[src/rtl/apq_pkg.sv]
// shared types and constants for the aging priority queue
// no dependencies
`timescale 1ns / 1ps
`default_nettype none

package apq_pkg;

  typedef enum logic [1:0] {
    ACT_TICK = 2'd0,
    ACT_ENQ  = 2'd1,
    ACT_DEQ  = 2'd2,
    ACT_NOP  = 2'd3
  } action_t;

  typedef enum logic [1:0] {
    ST_OK      = 2'd0,
    ST_FULL    = 2'd1,
    ST_EMPTY   = 2'd2,
    ST_NO_HIGH = 2'd3
  } status_t;

  localparam logic [1:0] CFG_CAPACITY = 2'd0;
  localparam logic [1:0] CFG_AGING    = 2'd1;
  localparam logic [1:0] CFG_TIMEOUT  = 2'd2;

  localparam logic [4:0]  CAPACITY_RST = 5'd10;
  localparam logic [15:0] AGING_RST    = 16'd2000;
  localparam logic [15:0] TIMEOUT_RST  = 16'd4000;

  typedef enum logic [3:0] {
    S_IDLE,
    S_TICK_INC,
    S_TO_RD,
    S_TO_EV,
    S_DEC_RD,
    S_DEC_EV,
    S_ENQ_CHK,
    S_ENQ_FIND,
    S_DQ_RD,
    S_DQ_EV,
    S_DQ_END,
    S_DONE
  } state_t;

  typedef struct packed {
    logic    latch_in;
    logic    tick_inc;
    logic    idx_inc;
    logic    didx_clr;
    logic    didx_inc;
    logic    rd_dec;
    logic    to_eval;
    logic    dec_eval;
    logic    enq_write;
    logic    dq_eval;
    logic    dq_take;
    logic    set_st;
    status_t st;
    logic    res_load;
  } cmd_t;

  typedef struct packed {
    logic to_hit;
    logic idx_last;
    logic didx_last;
    logic full;
    logic slot_free;
    logic dq_none;
    logic dq_refuse;
  } stat_t;

endpackage

`default_nettype wire

[src/rtl/apq_ctrl.sv]
// sequencer for tick, enqueue and dequeue scans over the slot memory
// depends on apq_pkg
`timescale 1ns / 1ps
`default_nettype none

module apq_ctrl (
  input  wire              clk,
  input  wire              rst,
  input  wire              in_valid,
  input  wire [1:0]        action,
  input  wire              out_free,
  input  apq_pkg::stat_t   stat,
  output logic             busy,
  output apq_pkg::cmd_t    cmd
);

  apq_pkg::state_t state, state_next;
  logic ret_tick, ret_tick_next;

  always_ff @(posedge clk) begin
    if (rst) begin
      state    <= apq_pkg::S_IDLE;
      ret_tick <= 1'b0;
    end else begin
      state    <= state_next;
      ret_tick <= ret_tick_next;
    end
  end

  always_comb begin
    state_next    = state;
    ret_tick_next = ret_tick;
    unique case (state)
      apq_pkg::S_IDLE: begin
        if (in_valid) begin
          unique case (apq_pkg::action_t'(action))
            apq_pkg::ACT_TICK: state_next = apq_pkg::S_TICK_INC;
            apq_pkg::ACT_ENQ:  state_next = apq_pkg::S_ENQ_CHK;
            apq_pkg::ACT_DEQ:  state_next = apq_pkg::S_DQ_RD;
            apq_pkg::ACT_NOP:  state_next = apq_pkg::S_DONE;
            default:           state_next = apq_pkg::S_DONE;
          endcase
        end
      end
      apq_pkg::S_TICK_INC: state_next = apq_pkg::S_TO_RD;
      apq_pkg::S_TO_RD:    state_next = apq_pkg::S_TO_EV;
      apq_pkg::S_TO_EV: begin
        if (stat.to_hit) begin
          state_next    = apq_pkg::S_DEC_RD;
          ret_tick_next = 1'b1;
        end else if (stat.idx_last) begin
          state_next = apq_pkg::S_DONE;
        end else begin
          state_next = apq_pkg::S_TO_RD;
        end
      end
      apq_pkg::S_DEC_RD: state_next = apq_pkg::S_DEC_EV;
      apq_pkg::S_DEC_EV: begin
        if (!stat.didx_last) begin
          state_next = apq_pkg::S_DEC_RD;
        end else if (ret_tick && !stat.idx_last) begin
          state_next = apq_pkg::S_TO_RD;
        end else begin
          state_next = apq_pkg::S_DONE;
        end
      end
      apq_pkg::S_ENQ_CHK: begin
        state_next = stat.full ? apq_pkg::S_DONE : apq_pkg::S_ENQ_FIND;
      end
      apq_pkg::S_ENQ_FIND: begin
        if (stat.slot_free) state_next = apq_pkg::S_DONE;
      end
      apq_pkg::S_DQ_RD: state_next = apq_pkg::S_DQ_EV;
      apq_pkg::S_DQ_EV: begin
        state_next = stat.idx_last ? apq_pkg::S_DQ_END : apq_pkg::S_DQ_RD;
      end
      apq_pkg::S_DQ_END: begin
        if (stat.dq_none || stat.dq_refuse) begin
          state_next = apq_pkg::S_DONE;
        end else begin
          state_next    = apq_pkg::S_DEC_RD;
          ret_tick_next = 1'b0;
        end
      end
      apq_pkg::S_DONE: begin
        if (out_free) state_next = apq_pkg::S_IDLE;
      end
      default: state_next = apq_pkg::S_IDLE;
    endcase
  end

  always_comb begin
    cmd  = '0;
    busy = (state != apq_pkg::S_IDLE);
    unique case (state)
      apq_pkg::S_IDLE:     cmd.latch_in = in_valid;
      apq_pkg::S_TICK_INC: cmd.tick_inc = 1'b1;
      apq_pkg::S_TO_RD:    ;
      apq_pkg::S_TO_EV: begin
        cmd.to_eval = 1'b1;
        if (stat.to_hit) begin
          cmd.didx_clr = 1'b1;
        end else if (!stat.idx_last) begin
          cmd.idx_inc = 1'b1;
        end
      end
      apq_pkg::S_DEC_RD: cmd.rd_dec = 1'b1;
      apq_pkg::S_DEC_EV: begin
        cmd.rd_dec   = 1'b1;
        cmd.dec_eval = 1'b1;
        if (!stat.didx_last) begin
          cmd.didx_inc = 1'b1;
        end else if (ret_tick && !stat.idx_last) begin
          cmd.idx_inc = 1'b1;
        end
      end
      apq_pkg::S_ENQ_CHK: begin
        if (stat.full) begin
          cmd.set_st = 1'b1;
          cmd.st     = apq_pkg::ST_FULL;
        end
      end
      apq_pkg::S_ENQ_FIND: begin
        if (stat.slot_free) cmd.enq_write = 1'b1;
        else cmd.idx_inc = 1'b1;
      end
      apq_pkg::S_DQ_RD: ;
      apq_pkg::S_DQ_EV: begin
        cmd.dq_eval = 1'b1;
        if (!stat.idx_last) cmd.idx_inc = 1'b1;
      end
      apq_pkg::S_DQ_END: begin
        if (stat.dq_none) begin
          cmd.set_st = 1'b1;
          cmd.st     = apq_pkg::ST_EMPTY;
        end else if (stat.dq_refuse) begin
          cmd.set_st = 1'b1;
          cmd.st     = apq_pkg::ST_NO_HIGH;
        end else begin
          cmd.dq_take  = 1'b1;
          cmd.didx_clr = 1'b1;
        end
      end
      apq_pkg::S_DONE: cmd.res_load = out_free;
      default: ;
    endcase
  end

endmodule

`default_nettype wire

[src/rtl/apq_dp.sv]
// slot memory, valid bits, tick counter, config registers and scan datapath
// depends on apq_pkg
`timescale 1ns / 1ps
`default_nettype none

module apq_dp #(
  parameter int SLOTS = 16
) (
  input  wire                 clk,
  input  wire                 rst,
  input  wire                 cfg_we,
  input  wire  [1:0]          cfg_index,
  input  wire  [15:0]         cfg_data,
  input  wire  [15:0]         item_id,
  input  wire                 base_priority,
  input  wire                 high_only,
  input  apq_pkg::cmd_t       cmd,
  output apq_pkg::stat_t      stat,
  output logic [1:0]          res_status,
  output logic [15:0]         res_id,
  output logic                res_high,
  output logic [15:0]         res_wait,
  output logic [4:0]          res_cancelled,
  output logic [4:0]          res_occupancy
);

  localparam int IW = $clog2(SLOTS);
  localparam int CW = $clog2(SLOTS + 1);
  localparam int KW = (CW > 5) ? CW : 5;

  typedef struct packed {
    logic [15:0]   id;
    logic          base;
    logic          eff;
    logic [31:0]   arrival;
    logic [IW-1:0] rank;
  } entry_t;

  entry_t mem [SLOTS];
  entry_t rdata;
  entry_t wr_data;
  logic   wr_en;
  logic [IW-1:0] wr_addr;

  logic [SLOTS-1:0] valid;
  logic [CW-1:0]    count;
  logic [31:0]      now_ticks;
  logic [4:0]       capacity;
  logic [15:0]      aging_threshold;
  logic [15:0]      timeout_limit;

  logic [IW-1:0] idx;
  logic [IW-1:0] didx;
  logic [IW-1:0] raddr;
  logic [IW-1:0] rem_rank;

  logic [15:0]   id_q;
  logic          base_q;
  logic          ho_q;
  apq_pkg::status_t st_q;
  logic [CW-1:0] cancelled;

  logic          best_found;
  logic [IW-1:0] best_idx;
  logic [15:0]   best_id;
  logic          best_eff;
  logic [31:0]   best_arr;
  logic [IW-1:0] best_rank;

  logic [31:0] wait_cur;
  logic [31:0] wait_best;
  logic        better;

  assign raddr     = cmd.rd_dec ? didx : idx;
  assign wait_cur  = now_ticks - rdata.arrival;
  assign wait_best = now_ticks - best_arr;
  assign better    = !best_found || (rdata.eff && !best_eff) ||
                     ((rdata.eff == best_eff) && (rdata.rank < best_rank));

  assign stat.to_hit    = valid[idx] && (wait_cur > {16'd0, timeout_limit});
  assign stat.idx_last  = (idx == IW'(SLOTS - 1));
  assign stat.didx_last = (didx == IW'(SLOTS - 1));
  assign stat.full      = (KW'(count) >= KW'(capacity)) || (KW'(count) >= KW'(SLOTS));
  assign stat.slot_free = !valid[idx];
  assign stat.dq_none   = !best_found;
  assign stat.dq_refuse = ho_q && !best_eff;

  // memory write port
  always_comb begin
    wr_en   = 1'b0;
    wr_addr = idx;
    wr_data = rdata;
    priority if (cmd.enq_write) begin
      wr_en           = 1'b1;
      wr_data.id      = id_q;
      wr_data.base    = base_q;
      wr_data.eff     = base_q;
      wr_data.arrival = now_ticks;
      wr_data.rank    = IW'(count);
    end else if (cmd.to_eval) begin
      wr_en       = valid[idx] && !stat.to_hit && !rdata.base && !rdata.eff &&
                    (wait_cur >= {16'd0, aging_threshold});
      wr_data.eff = 1'b1;
    end else if (cmd.dec_eval) begin
      wr_en        = valid[didx] && (rdata.rank > rem_rank);
      wr_addr      = didx;
      wr_data.rank = rdata.rank - IW'(1);
    end
  end

  always_ff @(posedge clk) begin
    if (wr_en) mem[wr_addr] <= wr_data;
    rdata <= mem[raddr];
  end

  always_ff @(posedge clk) begin
    if (rst) begin
      capacity        <= apq_pkg::CAPACITY_RST;
      aging_threshold <= apq_pkg::AGING_RST;
      timeout_limit   <= apq_pkg::TIMEOUT_RST;
    end else if (cfg_we) begin
      unique case (cfg_index)
        apq_pkg::CFG_CAPACITY: capacity        <= cfg_data[4:0];
        apq_pkg::CFG_AGING:    aging_threshold <= cfg_data;
        apq_pkg::CFG_TIMEOUT:  timeout_limit   <= cfg_data;
        default: ;
      endcase
    end
  end

  always_ff @(posedge clk) begin
    if (rst) begin
      valid      <= '0;
      count      <= '0;
      now_ticks  <= '0;
      idx        <= '0;
      didx       <= '0;
      best_found <= 1'b0;
      st_q       <= apq_pkg::ST_OK;
      cancelled  <= '0;
    end else begin
      if (cmd.latch_in) begin
        idx        <= '0;
        didx       <= '0;
        best_found <= 1'b0;
        st_q       <= apq_pkg::ST_OK;
        cancelled  <= '0;
      end
      if (cmd.tick_inc) now_ticks <= now_ticks + 32'd1;
      if (cmd.idx_inc)  idx <= idx + IW'(1);
      if (cmd.didx_clr) didx <= '0;
      if (cmd.didx_inc) didx <= didx + IW'(1);
      if (cmd.set_st)   st_q <= cmd.st;
      if (cmd.to_eval && stat.to_hit) begin
        valid[idx] <= 1'b0;
        count      <= count - CW'(1);
        cancelled  <= cancelled + CW'(1);
      end
      if (cmd.enq_write) begin
        valid[idx] <= 1'b1;
        count      <= count + CW'(1);
      end
      if (cmd.dq_eval && valid[idx] && better) begin
        best_found <= 1'b1;
      end
      if (cmd.dq_take) begin
        valid[best_idx] <= 1'b0;
        count           <= count - CW'(1);
      end
    end
  end

  always_ff @(posedge clk) begin
    if (cmd.latch_in) begin
      id_q     <= item_id;
      base_q   <= base_priority;
      ho_q     <= high_only;
      res_id   <= '0;
      res_high <= 1'b0;
      res_wait <= '0;
    end
    if (cmd.to_eval && stat.to_hit) rem_rank <= rdata.rank;
    if (cmd.dq_eval && valid[idx] && better) begin
      best_idx  <= idx;
      best_id   <= rdata.id;
      best_eff  <= rdata.eff;
      best_arr  <= rdata.arrival;
      best_rank <= rdata.rank;
    end
    if (cmd.dq_take) begin
      rem_rank <= best_rank;
      res_id   <= best_id;
      res_high <= best_eff;
      res_wait <= (wait_best > 32'h0000_FFFF) ? 16'hFFFF : wait_best[15:0];
    end
  end

  assign res_status    = st_q;
  assign res_cancelled = 5'(cancelled);
  assign res_occupancy = 5'(count);

endmodule

`default_nettype wire

[src/rtl/aging_priority_queue_timeout.sv]
// two-level priority queue with aging and timeout, top level with result register
// depends on apq_pkg, apq_ctrl, apq_dp
// enqueue searches the slots for a free one; tick and dequeue scan every slot, and every
// timed-out or dequeued entry adds a rank update pass over all slots
// one request at a time: in_stall is high until the controller is back in idle
// synchronous reset empties the queue, clears the tick count and loads config defaults
`timescale 1ns / 1ps
`default_nettype none

module aging_priority_queue_timeout #(
  parameter int SLOTS = 16
) (
  input  wire         clk,
  input  wire         rst,
  input  wire         cfg_we,
  input  wire  [1:0]  cfg_index,
  input  wire  [15:0] cfg_data,
  input  wire         in_valid,
  output logic        in_stall,
  input  wire  [1:0]  action,
  input  wire  [15:0] item_id,
  input  wire         base_priority,
  input  wire         high_only,
  output logic        out_valid,
  input  wire         out_stall,
  output logic [1:0]  status,
  output logic [15:0] out_id,
  output logic        out_high,
  output logic [15:0] out_wait,
  output logic [4:0]  cancelled_now,
  output logic [4:0]  occupancy
);

  apq_pkg::cmd_t  cmd;
  apq_pkg::stat_t stat;
  logic           busy;
  logic           out_free;
  logic [1:0]     res_status;
  logic [15:0]    res_id;
  logic           res_high;
  logic [15:0]    res_wait;
  logic [4:0]     res_cancelled;
  logic [4:0]     res_occupancy;

  assign in_stall = busy;
  assign out_free = !out_valid || !out_stall;

  apq_ctrl u_ctrl (
    .clk      (clk),
    .rst      (rst),
    .in_valid (in_valid),
    .action   (action),
    .out_free (out_free),
    .stat     (stat),
    .busy     (busy),
    .cmd      (cmd)
  );

  apq_dp #(
    .SLOTS (SLOTS)
  ) u_dp (
    .clk           (clk),
    .rst           (rst),
    .cfg_we        (cfg_we),
    .cfg_index     (cfg_index),
    .cfg_data      (cfg_data),
    .item_id       (item_id),
    .base_priority (base_priority),
    .high_only     (high_only),
    .cmd           (cmd),
    .stat          (stat),
    .res_status    (res_status),
    .res_id        (res_id),
    .res_high      (res_high),
    .res_wait      (res_wait),
    .res_cancelled (res_cancelled),
    .res_occupancy (res_occupancy)
  );

  always_ff @(posedge clk) begin
    if (rst) begin
      out_valid <= 1'b0;
    end else if (cmd.res_load) begin
      out_valid <= 1'b1;
    end else if (!out_stall) begin
      out_valid <= 1'b0;
    end
  end

  always_ff @(posedge clk) begin
    if (cmd.res_load) begin
      status        <= res_status;
      out_id        <= res_id;
      out_high      <= res_high;
      out_wait      <= res_wait;
      cancelled_now <= res_cancelled;
      occupancy     <= res_occupancy;
    end
  end

endmodule

`default_nettype wire
[config.mk]
export PLATFORM = sky130hd
export DESIGN_NAME = aging_priority_queue_timeout
export DESIGN_NICKNAME = d
export VERILOG_FILES = /design/src/rtl/apq_pkg.sv /design/src/rtl/apq_ctrl.sv /design/src/rtl/apq_dp.sv /design/src/rtl/aging_priority_queue_timeout.sv
export SDC_FILE = /design/constraint.sdc
export NUM_CORES = 2
export LEC_CHECK = 0
export BUFFER_PORTS_ARGS = -buffer_cell sky130_fd_sc_hd__buf_2
export CAP_MARGIN = 30
export CORE_MARGIN = 4
export CORE_UTILIZATION = 40
export DETAILED_ROUTE_END_ITERATION = 6
export GPL_TIMING_DRIVEN = 1
export SKIP_CTS_REPAIR_TIMING = 1
export SYNTH_ARGS = -nofsm -noshare
export SYNTH_HDL_FRONTEND = slang
export SYNTH_SLANG_ARGS = --single-unit
[constraint.sdc]
create_clock -name clk -period 8.45 [get_ports clk]
set_input_delay 0.4225 -clock clk [delete_from_list [all_inputs] [get_ports clk]]
set_output_delay 0.4225 -clock clk [all_outputs]
set_load 0.02 [all_outputs]
==> flow_summary_export.csv <==
group,metric,value,unit
outcome,status,"complete, no violations",
critical_path,crit_type,"flip-flop to flip-flop",
timing,tightest_slew,987,ps
yosys,ys_warn_count,0,
drt,first_pass_iters,5,
timing,holdWs,77.6,ps
drt,routed_wl,134000,µm
timing,fmax,150,MHz
place,place_ws,1720,ps
final_layout,layout-area-overhead-vs-synth,13.6,%
critical_path,cp_slowest_cell,"nor2_4",
timing,clock_skew,19.2,ps
clock_network,cts_buffers,119,
place,placement.io_buffers,89,
yosys,synth_edf_count,1021,
final_layout,final_util,45.7,%
drt,viasPerCell,5.61,
yosys,async_flop_share,0,%
critical_path,regToRegSetupSlack,1780,ps
global_route,overflow,0,
timing,setup_ws,1780,ps
yosys,synth.distinct_cells,85,
power_and_ir_drop,power,12.5,mW
yosys,ys_seq_elements,1187,
power_and_ir_drop,powerDensity,215,nW/µm²
place,hpwl,84800,µm
hold_path,worstHoldStart,"out_stall",
power_and_ir_drop,leakage,19.9,nW
drt,wl_per_cell,22.2,µm
global_route,grt_pass1_wl,205000,µm
timing,relSlewSlack,33.6,%
drt,drtAntennaViolNets,0,
critical_path,rr_worst_depth,21,
floorplan,io_pins,90,
floorplan,core,127000,µm²
place,place_congestion,0.885,
drt,num_vias,33886,
hold_path,hold_path_end,"out_valid$_SDFFE_PP0P_",
timing,finalSetupViolCount,0,
drt,drt_iter0_markers,3417,
timing,finalMaxSlewViolations,0,
critical_path,worstReg2RegEnd,"u_dp.mem[0][22]$_DFFE_PP_",
final_layout,multi_input_area,16000,µm²
clock_network,clock_latency,730,ps
final_layout,fillers,11381,
yosys,yosysSeqAreaShare,66.3,%
final_layout,drive_gt1_share,9.29,%
floorplan,start_util,40.2,%
yosys,syn-num-nets,4353,
floorplan,die-area,134000,µm²
final_layout,layout_commonest_cell,"edfxtp_1",
final_layout,antenna_cells,0,
yosys,yosys_most_used_dff,"edfxtp_1",
critical_path,cp-end-kind,"flip-flop",
global_route,grt_usage,19.5,%
critical_path,crit_fanout,28,
timing,period_needed,6670,ps
critical_path,crit_top_cell,"nor3_1",
timing,hold_viol,0,
timing,setup_tns,0,ps
drt,drc,0,
clock_network,ctsHtreeMaxLevel,3,
critical_path,worstPathCellList,"inv_1 -> ha_1 -> fa_1 -> nand2b_1 -> a21o_1 -> a211oi_1 -> nor3_1 -> xnor2_1 -> ha_1 -> nand4_1 -> nor3_1 -> a2bb2oi_1 -> nor3_1 -> nand4_1 -> nor4_4 -> and3_1 -> a311oi_1 -> buf_2 -> or2_1 -> nor2_4 -> buf_12",
final_layout,final_cell_mix,"1021 x edfxtp_1, 707 x nand2_1, 290 x a211oi_1",
clock_network,clock-sinks,1187,
hold_path,holdPathStages,3,
critical_path,cp-start-kind,"flip-flop",
yosys,syn_inst,4187,
global_route,antenna_found_initial,2,
timing,finalCritPeriodShare,78.9,%
global_route,grt_start_max_net_pins,167,
yosys,syn_area_per_cell,12.2,µm²
floorplan,rows,131,
yosys,synthesis.area,51300,µm²
critical_path,critPathArrivalTime,7080,ps
clock_network,path_clk_slew,60,ps
hold_path,hold_path.class,"primary input to flip-flop",
clock_network,cts_tree,"yes",
critical_path,critPathMaxStageDelay,780,ps
final_layout,layout.nets,4446,
power_and_ir_drop,max-vdd-ir-drop,0.000169,V
clock_network,cts-root-buf,"clkbuf_16",
floorplan,die_width,366,µm
critical_path,reg2reg_from,"u_dp.now_ticks[0]$_SDFFE_PP0P_",
clock_network,cts_buffer_depth,3,
floorplan,die_height,366,µm
critical_path,crit_required,8860,ps
final_layout,ff_latch_area,34000,µm²
timing,rsz0062_at_grt,"false",
flow_run,cap_violations,0,
global_route,grt_pass1_vias,32349,
[routing by layer]
layer  global-route usage (%)  vias up  wire, µm
li1                         -    15837         -
met1                     29.5    16911     64000
met5                        0        -         0
met2                     30.1      967     60600
met4                     4.67        0      2580
met3                     2.31      171      7170
[kinds of logic after synthesis]
group                      after synthesis  share of synthesized area [%]
buffers and inverters                  402                           3.00
muxes                                   24                          0.713
DFF                                   1187                           66.3
xor gates and xnor gates                70                           1.20
adders and majority gates              123                           3.03
AOI/OAI and AO/OA                     1061                           13.8
and+or+nand+nor                       1320                           11.9
[power by group]
group | total, mW | switching, mW | internal (mW) | leakage [nW]
clock | 5.16 | 2.24 | 2.93 | 1.84
sequential | 6.61 | 0.0766 | 6.54 | 10.6
combinational | 0.728 | 0.505 | 0.223 | 7.48
[worst max-delay path: cells and delay by family (launching register included)]
family,cells,cell delay [ps]
xor gates and xnor gates,1,200
AOI/OAI and AO/OA,4,1080
DFF,1,410
adders and majority gates,3,1030
and+or+nand+nor,10,2960
buffers and inverters,3,590
[synthesized netlist by cell type, types with 34 or more instances]
| master | count | area share, % |
|---|---|---|
| xnor2_1 | 34 | 0.58 |
| nand2_1 | 708 | 5.2 |
| dfxtp_1 | 166 | 6.5 |
| a311oi_1 | 109 | 1.9 |
| a31oi_1 | 128 | 1.6 |
| nand3_1 | 58 | 0.57 |
| a21oi_1 | 258 | 2.5 |
| inv_1 | 154 | 1.1 |
| xor2_1 | 36 | 0.62 |
| a211oi_1 | 290 | 4.2 |
| edfxtp_1 | 1021 | 60 |
| and2_1 | 238 | 2.9 |
| o21ai_0 | 116 | 1.1 |
| clkbuf_1 | 217 | 1.6 |
| ha_1 | 121 | 3.0 |
| nor2_1 | 141 | 1.0 |
| nor3_1 | 35 | 0.34 |
[sequential cells by signal (all words and copies together), names as in the netlist, 16 cells and up]
name	count
u_dp.best_arr	32
u_dp.res_id	16
u_dp.aging_threshold	16
u_dp.rdata	54
u_dp.valid	16
out_id	16
u_dp.timeout_limit	16
u_dp.mem	864
u_dp.best_id	16
u_dp.res_wait	16
u_dp.id_q	16
out_wait	16
u_dp.now_ticks	32
[area by class of cell]
type	instances	area share (%)
tap	1662	3.57
multi-input combinational	2598	27.5
sequential	1187	58.4
clock buffer	153	5.39
clock inverter	70	1.16
timing repair buffer	219	3.05
inverter	155	0.999
[how the worst max path moves through the flow]
stage                                end                      startpoint  depth (start not counted)  slack [ps]
6_report       u_dp.mem[0][22]$_DFFE_PP_  u_dp.now_ticks[0]$_SDFFE_PP0P_                         21        1780
5_1_grt        u_dp.mem[0][22]$_DFFE_PP_  u_dp.now_ticks[0]$_SDFFE_PP0P_                         21        1350
4_1_cts        u_dp.mem[0][22]$_DFFE_PP_  u_dp.now_ticks[0]$_SDFFE_PP0P_                         20        1690
3_5_place_dp   u_dp.mem[0][22]$_DFFE_PP_  u_dp.now_ticks[0]$_SDFFE_PP0P_                         20        1720
3_3_place_gp   u_dp.mem[6][24]$_DFFE_PP_  u_dp.now_ticks[0]$_SDFFE_PP0P_                         20        1810
2_1_floorplan   u_dp.mem[0][0]$_DFFE_PP_  u_dp.now_ticks[0]$_SDFFE_PP0P_                         24        1740
[stage by stage]
step	area (µm²)	std cells
6_report	58200	6044
3_5_place_dp	54100	5786
4_1_cts	57900	6009
2_1_floorplan	51300	4187
5_1_grt	58200	6044
3_3_place_gp	54000	5782
Power figures use the tool's default switching activity.
